==> src/sbsh_pkg.sv <==
`timescale 1ns / 1ps
// Shared types, command/status structs and SHA-256 constants for the byte stream hasher.
// No dependencies; used by the controller, datapath and top level.
package sbsh_pkg;

    localparam int unsigned ROUNDS = 64;
    localparam int unsigned DIGEST_WORDS = 8;

    localparam logic [5:0] ROUND_LAST = 6'(ROUNDS - 1);
    localparam logic [2:0] WORD_LAST = 3'(DIGEST_WORDS - 1);
    localparam logic [5:0] FILL_LAST = 6'd63;
    localparam logic [5:0] FILL_LEN_START = 6'd56;
    localparam logic [7:0] PAD_BYTE = 8'h80;

    localparam logic [31:0] HASH_INIT [DIGEST_WORDS] = '{
        32'h6a09e667, 32'hbb67ae85, 32'h3c6ef372, 32'ha54ff53a,
        32'h510e527f, 32'h9b05688c, 32'h1f83d9ab, 32'h5be0cd19
    };

    localparam logic [31:0] ROUND_K [ROUNDS] = '{
        32'h428a2f98, 32'h71374491, 32'hb5c0fbcf, 32'he9b5dba5,
        32'h3956c25b, 32'h59f111f1, 32'h923f82a4, 32'hab1c5ed5,
        32'hd807aa98, 32'h12835b01, 32'h243185be, 32'h550c7dc3,
        32'h72be5d74, 32'h80deb1fe, 32'h9bdc06a7, 32'hc19bf174,
        32'he49b69c1, 32'hefbe4786, 32'h0fc19dc6, 32'h240ca1cc,
        32'h2de92c6f, 32'h4a7484aa, 32'h5cb0a9dc, 32'h76f988da,
        32'h983e5152, 32'ha831c66d, 32'hb00327c8, 32'hbf597fc7,
        32'hc6e00bf3, 32'hd5a79147, 32'h06ca6351, 32'h14292967,
        32'h27b70a85, 32'h2e1b2138, 32'h4d2c6dfc, 32'h53380d13,
        32'h650a7354, 32'h766a0abb, 32'h81c2c92e, 32'h92722c85,
        32'ha2bfe8a1, 32'ha81a664b, 32'hc24b8b70, 32'hc76c51a3,
        32'hd192e819, 32'hd6990624, 32'hf40e3585, 32'h106aa070,
        32'h19a4c116, 32'h1e376c08, 32'h2748774c, 32'h34b0bcb5,
        32'h391c0cb3, 32'h4ed8aa4a, 32'h5b9cca4f, 32'h682e6ff3,
        32'h748f82ee, 32'h78a5636f, 32'h84c87814, 32'h8cc70208,
        32'h90befffa, 32'ha4506ceb, 32'hbef9a3f7, 32'hc67178f2
    };

    typedef enum logic [2:0] {
        ST_IDLE,
        ST_PAD_ONE,
        ST_PAD_ZERO,
        ST_PAD_LEN,
        ST_ROUND,
        ST_UPDATE,
        ST_EMIT
    } state_t;

    typedef enum logic [1:0] {
        PH_DATA,
        PH_PAD,
        PH_FINAL
    } phase_t;

    typedef enum logic [1:0] {
        SEL_INPUT,
        SEL_ONE,
        SEL_ZERO,
        SEL_LEN
    } byte_sel_t;

    typedef struct packed {
        logic       shift_byte;
        byte_sel_t  byte_sel;
        logic       len_load;
        logic       work_load;
        logic       round_en;
        logic [5:0] round_idx;
        logic       hash_add;
        logic       count_inc;
        logic       count_clear;
        logic       hash_rotate;
        logic       hash_reload;
    } dp_cmd_t;

    typedef struct packed {
        logic fill_last;
        logic fill_len_start;
    } dp_status_t;

endpackage

==> src/sbsh_ctrl.sv <==
`timescale 1ns / 1ps
// Controller FSM: byte intake, padding sequence, round counting and digest output.
// Depends on sbsh_pkg; drives sbsh_datapath through dp_cmd_t.
module sbsh_ctrl
(
    input  logic                clk,
    input  logic                rst_n,
    input  logic                in_valid,
    output logic                in_ready,
    input  logic                byte_present,
    input  logic                end_of_message,
    output logic                out_valid,
    input  logic                out_ready,
    output logic [2:0]          word_index,
    output logic                last_word,
    input  sbsh_pkg::dp_status_t status,
    output sbsh_pkg::dp_cmd_t   cmd
);

    sbsh_pkg::state_t state_reg, state_next;
    sbsh_pkg::phase_t phase_reg, phase_next;
    logic             eom_reg, eom_next;
    logic [5:0]       round_reg, round_next;
    logic [2:0]       word_reg, word_next;

    always_ff @(posedge clk or negedge rst_n)
    begin
        if (!rst_n)
        begin
            state_reg <= sbsh_pkg::ST_IDLE;
            phase_reg <= sbsh_pkg::PH_DATA;
            eom_reg   <= 1'b0;
            round_reg <= '0;
            word_reg  <= '0;
        end
        else
        begin
            state_reg <= state_next;
            phase_reg <= phase_next;
            eom_reg   <= eom_next;
            round_reg <= round_next;
            word_reg  <= word_next;
        end
    end

    always_comb
    begin
        state_next = state_reg;
        phase_next = phase_reg;
        eom_next   = eom_reg;
        round_next = round_reg;
        word_next  = word_reg;
        in_ready   = 1'b0;
        out_valid  = 1'b0;
        cmd        = '0;
        cmd.byte_sel  = sbsh_pkg::SEL_INPUT;
        cmd.round_idx = round_reg;

        case (state_reg)
            sbsh_pkg::ST_IDLE:
            begin
                in_ready = 1'b1;
                if (in_valid)
                begin
                    if (byte_present)
                    begin
                        cmd.shift_byte = 1'b1;
                        if (status.fill_last)
                        begin
                            cmd.work_load = 1'b1;
                            phase_next    = sbsh_pkg::PH_DATA;
                            eom_next      = end_of_message;
                            round_next    = '0;
                            state_next    = sbsh_pkg::ST_ROUND;
                        end
                        else if (end_of_message)
                        begin
                            state_next = sbsh_pkg::ST_PAD_ONE;
                        end
                    end
                    else if (end_of_message)
                    begin
                        state_next = sbsh_pkg::ST_PAD_ONE;
                    end
                end
            end

            sbsh_pkg::ST_PAD_ONE:
            begin
                cmd.shift_byte = 1'b1;
                cmd.byte_sel   = sbsh_pkg::SEL_ONE;
                cmd.len_load   = 1'b1;
                eom_next       = 1'b0;
                if (status.fill_last)
                begin
                    cmd.work_load = 1'b1;
                    phase_next    = sbsh_pkg::PH_PAD;
                    round_next    = '0;
                    state_next    = sbsh_pkg::ST_ROUND;
                end
                else
                begin
                    state_next = sbsh_pkg::ST_PAD_ZERO;
                end
            end

            sbsh_pkg::ST_PAD_ZERO:
            begin
                if (status.fill_len_start)
                begin
                    state_next = sbsh_pkg::ST_PAD_LEN;
                end
                else
                begin
                    cmd.shift_byte = 1'b1;
                    cmd.byte_sel   = sbsh_pkg::SEL_ZERO;
                    if (status.fill_last)
                    begin
                        cmd.work_load = 1'b1;
                        phase_next    = sbsh_pkg::PH_PAD;
                        round_next    = '0;
                        state_next    = sbsh_pkg::ST_ROUND;
                    end
                end
            end

            sbsh_pkg::ST_PAD_LEN:
            begin
                cmd.shift_byte = 1'b1;
                cmd.byte_sel   = sbsh_pkg::SEL_LEN;
                if (status.fill_last)
                begin
                    cmd.work_load = 1'b1;
                    phase_next    = sbsh_pkg::PH_FINAL;
                    round_next    = '0;
                    state_next    = sbsh_pkg::ST_ROUND;
                end
            end

            sbsh_pkg::ST_ROUND:
            begin
                cmd.round_en = 1'b1;
                round_next   = round_reg + 6'd1;
                if (round_reg == sbsh_pkg::ROUND_LAST)
                begin
                    state_next = sbsh_pkg::ST_UPDATE;
                end
            end

            sbsh_pkg::ST_UPDATE:
            begin
                cmd.hash_add = 1'b1;
                case (phase_reg)
                    sbsh_pkg::PH_DATA:
                    begin
                        cmd.count_inc = 1'b1;
                        state_next    = eom_reg ? sbsh_pkg::ST_PAD_ONE : sbsh_pkg::ST_IDLE;
                    end
                    sbsh_pkg::PH_PAD:
                    begin
                        state_next = sbsh_pkg::ST_PAD_ZERO;
                    end
                    sbsh_pkg::PH_FINAL:
                    begin
                        word_next  = '0;
                        state_next = sbsh_pkg::ST_EMIT;
                    end
                    default:
                    begin
                        state_next = sbsh_pkg::ST_IDLE;
                    end
                endcase
            end

            sbsh_pkg::ST_EMIT:
            begin
                out_valid = 1'b1;
                if (out_ready)
                begin
                    cmd.hash_rotate = 1'b1;
                    word_next       = word_reg + 3'd1;
                    if (word_reg == sbsh_pkg::WORD_LAST)
                    begin
                        cmd.hash_reload = 1'b1;
                        cmd.count_clear = 1'b1;
                        state_next      = sbsh_pkg::ST_IDLE;
                    end
                end
            end

            default:
            begin
                state_next = sbsh_pkg::ST_IDLE;
            end
        endcase
    end

    assign word_index = word_reg;
    assign last_word  = (word_reg == sbsh_pkg::WORD_LAST);

endmodule

==> src/sbsh_datapath.sv <==
`timescale 1ns / 1ps
// Datapath: 64-byte buffer doubling as the schedule window, round logic, hash state,
// fill and block counters, length shifter. Depends on sbsh_pkg; driven by sbsh_ctrl.
module sbsh_datapath
(
    input  logic                 clk,
    input  logic                 rst_n,
    input  logic [7:0]           data_byte,
    input  sbsh_pkg::dp_cmd_t    cmd,
    output sbsh_pkg::dp_status_t status,
    output logic [31:0]          digest_word
);

    function automatic logic [31:0] big_sigma0(input logic [31:0] x);
        big_sigma0 = {x[1:0], x[31:2]} ^ {x[12:0], x[31:13]} ^ {x[21:0], x[31:22]};
    endfunction

    function automatic logic [31:0] big_sigma1(input logic [31:0] x);
        big_sigma1 = {x[5:0], x[31:6]} ^ {x[10:0], x[31:11]} ^ {x[24:0], x[31:25]};
    endfunction

    function automatic logic [31:0] small_sigma0(input logic [31:0] x);
        small_sigma0 = {x[6:0], x[31:7]} ^ {x[17:0], x[31:18]} ^ {3'b000, x[31:3]};
    endfunction

    function automatic logic [31:0] small_sigma1(input logic [31:0] x);
        small_sigma1 = {x[16:0], x[31:17]} ^ {x[18:0], x[31:19]} ^ {10'b0, x[31:10]};
    endfunction

    // Word i of the window sits at win_reg[511-32*i -: 32]; word 0 is the oldest.
    logic [511:0] win_reg;
    logic [63:0]  len_reg;
    logic [5:0]   fill_reg;
    logic [54:0]  count_reg;
    logic [31:0]  hash_reg [8];
    logic [31:0]  work_reg [8];

    logic [7:0]   byte_mux;
    logic [31:0]  w_cur;
    logic [31:0]  w_new;
    logic [31:0]  t1;
    logic [31:0]  t2;
    logic [31:0]  ch;
    logic [31:0]  maj;

    always_comb
    begin
        case (cmd.byte_sel)
            sbsh_pkg::SEL_INPUT: byte_mux = data_byte;
            sbsh_pkg::SEL_ONE:   byte_mux = sbsh_pkg::PAD_BYTE;
            sbsh_pkg::SEL_ZERO:  byte_mux = 8'h00;
            sbsh_pkg::SEL_LEN:   byte_mux = len_reg[63:56];
            default:             byte_mux = 8'h00;
        endcase
    end

    assign w_cur = win_reg[511:480];
    assign w_new = small_sigma1(win_reg[63:32]) + win_reg[223:192]
                 + small_sigma0(win_reg[479:448]) + w_cur;

    assign ch  = (work_reg[4] & work_reg[5]) ^ (~work_reg[4] & work_reg[6]);
    assign maj = (work_reg[0] & work_reg[1]) ^ (work_reg[0] & work_reg[2])
               ^ (work_reg[1] & work_reg[2]);
    assign t1  = work_reg[7] + big_sigma1(work_reg[4]) + ch
               + sbsh_pkg::ROUND_K[cmd.round_idx] + w_cur;
    assign t2  = big_sigma0(work_reg[0]) + maj;

    always_ff @(posedge clk)
    begin
        if (cmd.shift_byte)
        begin
            win_reg <= {win_reg[503:0], byte_mux};
        end
        else if (cmd.round_en)
        begin
            win_reg <= {win_reg[479:0], w_new};
        end

        if (cmd.len_load)
        begin
            len_reg <= {count_reg, fill_reg, 3'b000};
        end
        else if (cmd.shift_byte && (cmd.byte_sel == sbsh_pkg::SEL_LEN))
        begin
            len_reg <= {len_reg[55:0], 8'h00};
        end

        if (cmd.work_load)
        begin
            for (int i = 0; i < 8; i++)
            begin
                work_reg[i] <= hash_reg[i];
            end
        end
        else if (cmd.round_en)
        begin
            work_reg[0] <= t1 + t2;
            work_reg[1] <= work_reg[0];
            work_reg[2] <= work_reg[1];
            work_reg[3] <= work_reg[2];
            work_reg[4] <= work_reg[3] + t1;
            work_reg[5] <= work_reg[4];
            work_reg[6] <= work_reg[5];
            work_reg[7] <= work_reg[6];
        end
    end

    always_ff @(posedge clk or negedge rst_n)
    begin
        if (!rst_n)
        begin
            fill_reg  <= '0;
            count_reg <= '0;
            for (int i = 0; i < 8; i++)
            begin
                hash_reg[i] <= sbsh_pkg::HASH_INIT[i];
            end
        end
        else
        begin
            if (cmd.shift_byte)
            begin
                fill_reg <= fill_reg + 6'd1;
            end

            if (cmd.count_clear)
            begin
                count_reg <= '0;
            end
            else if (cmd.count_inc)
            begin
                count_reg <= count_reg + 55'd1;
            end

            if (cmd.hash_reload)
            begin
                for (int i = 0; i < 8; i++)
                begin
                    hash_reg[i] <= sbsh_pkg::HASH_INIT[i];
                end
            end
            else if (cmd.hash_add)
            begin
                for (int i = 0; i < 8; i++)
                begin
                    hash_reg[i] <= hash_reg[i] + work_reg[i];
                end
            end
            else if (cmd.hash_rotate)
            begin
                for (int i = 0; i < 7; i++)
                begin
                    hash_reg[i] <= hash_reg[i + 1];
                end
                hash_reg[7] <= hash_reg[0];
            end
        end
    end

    assign status.fill_last      = (fill_reg == sbsh_pkg::FILL_LAST);
    assign status.fill_len_start = (fill_reg == sbsh_pkg::FILL_LEN_START);
    assign digest_word           = hash_reg[0];

endmodule

==> src/sha256_byte_stream_hasher_top.sv <==
`timescale 1ns / 1ps
// SHA-256 byte stream hasher, top level.
// Depends on sbsh_pkg, sbsh_ctrl and sbsh_datapath.
//
// Input channel (in_valid/in_ready): one transaction carries data_byte, byte_present and
// end_of_message. The 64th byte of a block starts compression: 64 rounds at one round
// per cycle, then an update step that adds into the hash state. in_ready is low while
// a block compresses, while padding runs and while the digest goes out.
// end_of_message pads by shifting bytes into the buffer in turn: 0x80, zeros and the
// 8-byte bit count. When 56 or more bytes are pending the count does not fit and an
// extra block is needed; a 64th byte on the same transaction has its block compressed
// first, before the padding starts.
// Output channel (out_valid/out_ready): eight transactions, word_index 0 to 7, last_word
// on the eighth. Each word is offered in the cycle after the previous one is taken;
// a stall on out_ready simply holds the current word. After the eighth word the hash
// state is reloaded with the initial values and the block is ready for a new message.
// Reset loads the initial hash values and clears the byte and block counts.
module sha256_byte_stream_hasher_top
(
    input  logic        clk,
    input  logic        rst_n,
    input  logic        in_valid,
    output logic        in_ready,
    input  logic [7:0]  data_byte,
    input  logic        byte_present,
    input  logic        end_of_message,
    output logic        out_valid,
    input  logic        out_ready,
    output logic [31:0] digest_word,
    output logic [2:0]  word_index,
    output logic        last_word
);

    sbsh_pkg::dp_cmd_t    cmd;
    sbsh_pkg::dp_status_t status;

    sbsh_ctrl u_ctrl
    (
        .clk            (clk),
        .rst_n          (rst_n),
        .in_valid       (in_valid),
        .in_ready       (in_ready),
        .byte_present   (byte_present),
        .end_of_message (end_of_message),
        .out_valid      (out_valid),
        .out_ready      (out_ready),
        .word_index     (word_index),
        .last_word      (last_word),
        .status         (status),
        .cmd            (cmd)
    );

    sbsh_datapath u_datapath
    (
        .clk         (clk),
        .rst_n       (rst_n),
        .data_byte   (data_byte),
        .cmd         (cmd),
        .status      (status),
        .digest_word (digest_word)
    );

endmodule

==> config.mk <==
export PLATFORM = sky130hd
export DESIGN_NAME = sha256_byte_stream_hasher_top
export DESIGN_NICKNAME = d
export VERILOG_FILES = /design/src/sbsh_pkg.sv /design/src/sbsh_ctrl.sv /design/src/sbsh_datapath.sv /design/src/sha256_byte_stream_hasher_top.sv
export SDC_FILE = /design/constraint.sdc
export NUM_CORES = 2
export LEC_CHECK = 0
export ABC_AREA = 1
export BUFFER_PORTS_ARGS = -buffer_cell sky130_fd_sc_hd__buf_2
export CAP_MARGIN = 20
export CORE_MARGIN = 2
export CORE_UTILIZATION = 33
export CTS_CLUSTER_DIAMETER = 120
export DETAILED_ROUTE_END_ITERATION = 16
export PLACE_DENSITY = 0.52
export SYNTH_ARGS = -nofsm -noshare
export SYNTH_HDL_FRONTEND = slang
export SYNTH_SLANG_ARGS = --single-unit
==> constraint.sdc <==
create_clock -name clk -period 21.8 [get_ports clk]
set_clock_uncertainty 0.2 [all_clocks]
set_input_delay 3.27 -clock clk [delete_from_list [all_inputs] [get_ports clk]]
set_output_delay 3.27 -clock clk [all_outputs]
set_load 0.01 [all_outputs]
* Word-level counts from Yosys, hierarchy flattened *
Memory sizes are Yosys's and may differ from the RTL's.
Cells that the tools add are included.

storage, ports and cells
  flip-flop bits (word level) = 905
  memory bits (writable) = 256
  ROM bits = 2048
  output and inout bits = 38
  logic and storage cells = 186
  memories = 2

memory list
  memory               depth  width  read ports  clocked after Yosys merged registers in  wr ports  RTL line             text
  (name not given)     64     32     1           0                                        0         sbsh_datapath.sv:65  + sbsh_pkg::ROUND_K[cmd.round_idx] + w_cur;
  u_datapath.work_reg  8      32     8           0                                        8         sbsh_datapath.sv:36  logic [31:0] work_reg [8];

operators by class
  $add $sub $neg = 22
  magnitude comparators = 1
  eq/ne operators = 24
  multiplexer cells = 76
  bitwise operators = 26
  reductions and logical operators = 18

operators by type and width
  kind                     count
  $mux W512                2
  $mux W256                3
  $add A32 B32 Y32         18
  $mux W32                 10
  $xor A32 B32 Y32         9
  $and A32 B32 Y32         5
  $mux W64                 2
  $mux W55                 2
  $add A55 B1 Y55 const B  1
  $mux W3                  15
  $not A32 Y32             1
  $pmux W8 S4              1
  $xor A32 B22 Y32         1
  $xor A32 B29 Y32         1
  $mux W6                  4
  $pmux W6 S4              1
  $mux W1                  21
  $pmux W3 S7              1
  $eq A6 B6 Y1 const B     3
  $ne A2 B2 Y1 const B     8
  $mux W2                  7
  $add A6 B1 Y6 const B    2
  $eq A3 B3 Y1 const B     4
  $reduce_and A4 Y1        3
  other kinds (24)         42

* Depth between registers and ports, before layout *
An unclocked memory read counts as a cell.

  depth in word-level cells = 9
  depth in mapped cells = 44

* Modules after synthesis *
From an unflattened synthesis, not the netlist that was laid out.

unflattened totals
  cells, all modules = 10793
  area total of the unflattened synthesis = 83985.5 um2

modules (own cells, without submodules)
  module         instances  cells an instance  area an instance (um2)
  sbsh_datapath  1          10654              82994.6
  sbsh_ctrl      1          139                991.0

* Worst setup path after synthesis *
No wires, ideal clock.

  path kind = input to register
  from = in byte_present
  to = reg u_datapath.win_reg[0] (enable)
  arrival time = 12.560 ns
  required time = 17.967 ns
  slack = 5.407 ns
  cell stages on the path = 7
  path buffers = 3
  cell sequence = nand3_1 -> nand2_1 -> buf_2 -> inv_2 -> clkbuf_1 -> clkbuf_1 -> nand2_1

between the ends
  longest elaborated chain between the ends = 4

RTL lines
  item                          RTL line                             text
  from (decl)                   sha256_byte_stream_hasher_top.sv:25  input logic byte_present,
  $mux W1                       sbsh_ctrl.sv:65                      if (byte_present)
  $mux W1                       sbsh_ctrl.sv:63                      if (in_valid)
  $pmux W1 S3                   sbsh_ctrl.sv:59                      case (state_reg)
  $reduce_bool A2 Y1 (no line)  n/a
  to (signal assigned)          sbsh_datapath.sv:72                  win_reg <= {win_reg[503:0], byte_mux};
  to (signal assigned)          sbsh_datapath.sv:76                  win_reg <= {win_reg[479:0], w_new};
  to (decl)                     sbsh_datapath.sv:31                  logic [511:0] win_reg;

No other way between the ends.
A chain may end at the register's enable or synchronous reset.

==> out/results.txt <==
Core Area - 0.2512 mm²
detailed placement HPWL - 277800 µm
length of the first detailed-routing pass in iterations - 6
fraction of layout instances using a drive strength above 1 - 5.411%
Worst Hold Launch - u_datapath.hash_reg[35]
worst-path maximum fanout - 14
main combinational cell family by area after synthesis - simple AND/OR/NAND/NOR gates
global routing usage summed across all routing layers - 27.49%
Synth Area in Compound Gates - 14.57%
final routed wire length divided by cell count - 26.05 µm
vias in the first global route - 72549
effective utilization at floorplan - 33.17%
post-route DRC violation count - 0
worst rel slew slack - 15.96%
number of flip-flops under the largest register name - 512
clock-pin transition on the worst setup and hold timing paths - 0.07 ns
largest stage delay on the critical path - 0.87 ns
mux share of post-synthesis cell area - 0.3559%
max-cap violations - 0
fill cell count - 26411
Max Clock Freq - 104.8 MHz
cell type of the slowest stage on the worst timing path - o31ai_1
antenna violations before repair - 13
number of buffers added by the clock tree synthesis step - 147
asr flop ratio synth - 28.60%
status - finished, final reports clean
number of buffers added to fix hold violations after cts - 0
Routed Wire Length - 361700 µm
via count normalized by instance count - 5.415
min cycle time layout - 9.543 ns
data required time of the critical path - 22.16 ns
clock latency on the worst-skew pair - 0.84 ns
critical path data arrival time - 9.90 ns
biggest area contributors in the synthesized netlist - edfxtp_1 (30%), nand2_1 (14%), ha_1 (6.0%)
routability-driven placement congestion ratio - 1.001
post-synthesis share of cell area spent on xor and xnor gates - 4.279%
worst flop-to-flop path startpoint - u_ctrl.round_reg[0]
post-synthesis cell count - 10613
type of destination of the critical path - flip-flop
minimum setup slack among reg-to-reg paths - 12.26 ns
clock tree from TritonCTS - built
Max clock buf depth - 3
total nets after synthesis - 11223
row cnt - 184
cell occurring most often along the worst timing path - nand2_1
Die Span Y - 506.5 µm
most instantiated flip-flop cell in the synthesis netlist - edfxtp_1
wire length of the first global-routing pass - 518600 µm
library cell occupying the most area in the post-synthesis netlist - edfxtp_1
RSZ-0062 raised after global routing - false
Port Buffer Count - 51
number of distinct library cell variants in the gate-level netlist after synthesis - 62
category of the most critical setup path - reg -> reg
total of flip-flops plus latches after synthesis - 1161
simple-gate share of the synthesized area - 22.19%
final clock period utilization by the worst path - 43.77%
largest net degree at the start of global routing - 251
Horiz. Die Dim - 506.5 µm
post-synthesis instance area - 0.08331 mm²
mean area per synthesized cell - 7.850 µm²
clk sink count - 1161
vias post-DR - 75200
PostCTS Resize Cnt - 0
placed cell areas - 0.08654 mm²
number of buffers inserted by post-CTS setup repair - 0
Setup TNS Final - 0 ns
Worst Hold Class - reg -> reg
count of yosys warnings during synthesis - 0
final hold violations - 0
Layout area overhead - 9.936%
type of origin of the critical path - flip-flop
proportion of netlist area held by the largest area contributor - 29.88%
number of slew-limit violations in the final report - 0
post-layout instance area - 0.09159 mm²
Post-synth EDFFs - 829
area share of fa/ha/maj cells after synthesis - 10.94%
net count of the finished layout - 11020
remaining antenna violation count after routing - 0
DR iter-0 viols - 8273
final-report setup violation count - 0
H-tree levels - 4
part of the Yosys area used for sequential elements - 40.06%
Die Outline Area - 0.2565 mm²
actual transition at the worst max-transition pin - 1.261 ns
clk root buf - clkbuf_16
Critical path origin - u_ctrl.round_reg[0]
grt total ovfl - 0
number of primary I/O pins - 52
==> layer usage <==
layer	up-vias	routed length [µm]	global-route usage, %
met5	-	51	0
met4	8	14610	9.863
met3	542	28680	4.889
met2	3046	155800	41.36
met1	36727	162600	39.39
li1	34877	-	-
==> final cells by class <==
cell class	instances	area, µm²	area share [%]
multi-input cells	7801	43670	47.68
flip-flops and latches	1161	33370	36.44
inverters	1180	4454	4.863
well taps	3348	4189	4.574
clock buffers	187	3901	4.260
clock inverters	87	1107	1.209
repair buffers	119	883.3	0.9645
diodes	5	12.51	0.01366
==> cell usage in the layout (no fill, tap or decap), drive strengths merged, types with 48 or more instances in the layout <==
cell    instances
a21boi         48
a21oi         820
a22oi          58
a31oi          58
buf           119
clkbuf        187
clkinv         61
dfrtp         196
dfstp         136
edfxtp        829
fa            195
ha            401
inv          1187
nand2        3170
nand3         428
nand4         119
nor2          626
nor3          115
o21ai         902
o21bai         50
xnor2         168
xor2          239
==> metrics by stage <==
| step | cells | worst slack, ns | utilization, % | hold WS (ns) |
|---|---|---|---|---|
| after global routing | 13884 | 11.79 | 36.46 | 0.3292 |
| after detailed placement | 13608 | 12.49 | 34.45 | 0.2866 |
| final | 13888 | 12.26 | 36.46 | 0.3035 |
| after global placement | 13608 | 12.39 | 34.45 | 0.2780 |
| after CTS | 13882 | 12.38 | 36.45 | 0.2984 |
| after floorplan | 10613 | 5.407 | - | 0.2597 |
==> worst max-delay path, delay by kind of cell, from the launching register on <==
kind / cells / cell delay, ns
compound gates: 3 / 1.05
xor+xnor: 1 / 0.75
flops: 1 / 0.68
fa+ha+maj: 8 / 3.48
buf+inv: 7 / 0.90
simple gates: 17 / 2.16
==> kinds of logic after synthesis <==
| group | count (synthesis) |
|---|---|
| XOR/XNOR | 407 |
| multiplexers | 27 |
| adder cells (fa/ha/maj) | 615 |
| flip-flops | 1161 |
| AND/OR/NAND/NOR | 4560 |
| AO/OA/AOI/OAI | 2192 |
| buffers and inverters | 1651 |
==> cell usage after synthesis, types with 168 or more instances <==
master	number
a21oi_1	820
clkbuf_1	394
dfrtp_1	196
edfxtp_1	829
fa_1	195
ha_1	401
inv_1	1169
nand2_1	3168
nand3_1	426
nor2_1	622
o21ai_0	902
xnor2_1	168
xor2_1	239
==> final timing paths <==
| check | to | depth (start not counted) |
|---|---|---|
| max in group asynchronous | u_ctrl.round_reg[5] | 3 |
| min in group asynchronous | u_datapath.hash_reg[184] | 1 |
| max reg2reg | u_datapath.work_reg[0][27] | 36 |
| min reg2reg | u_datapath.hash_reg[35] | 2 |
| min | u_datapath.hash_reg[35] | 2 |
| max | u_datapath.work_reg[0][27] | 36 |
Power is left out: the tool's default activity adds up to more than one toggle a clock period on the data nets, which glitch-free logic cannot reach.
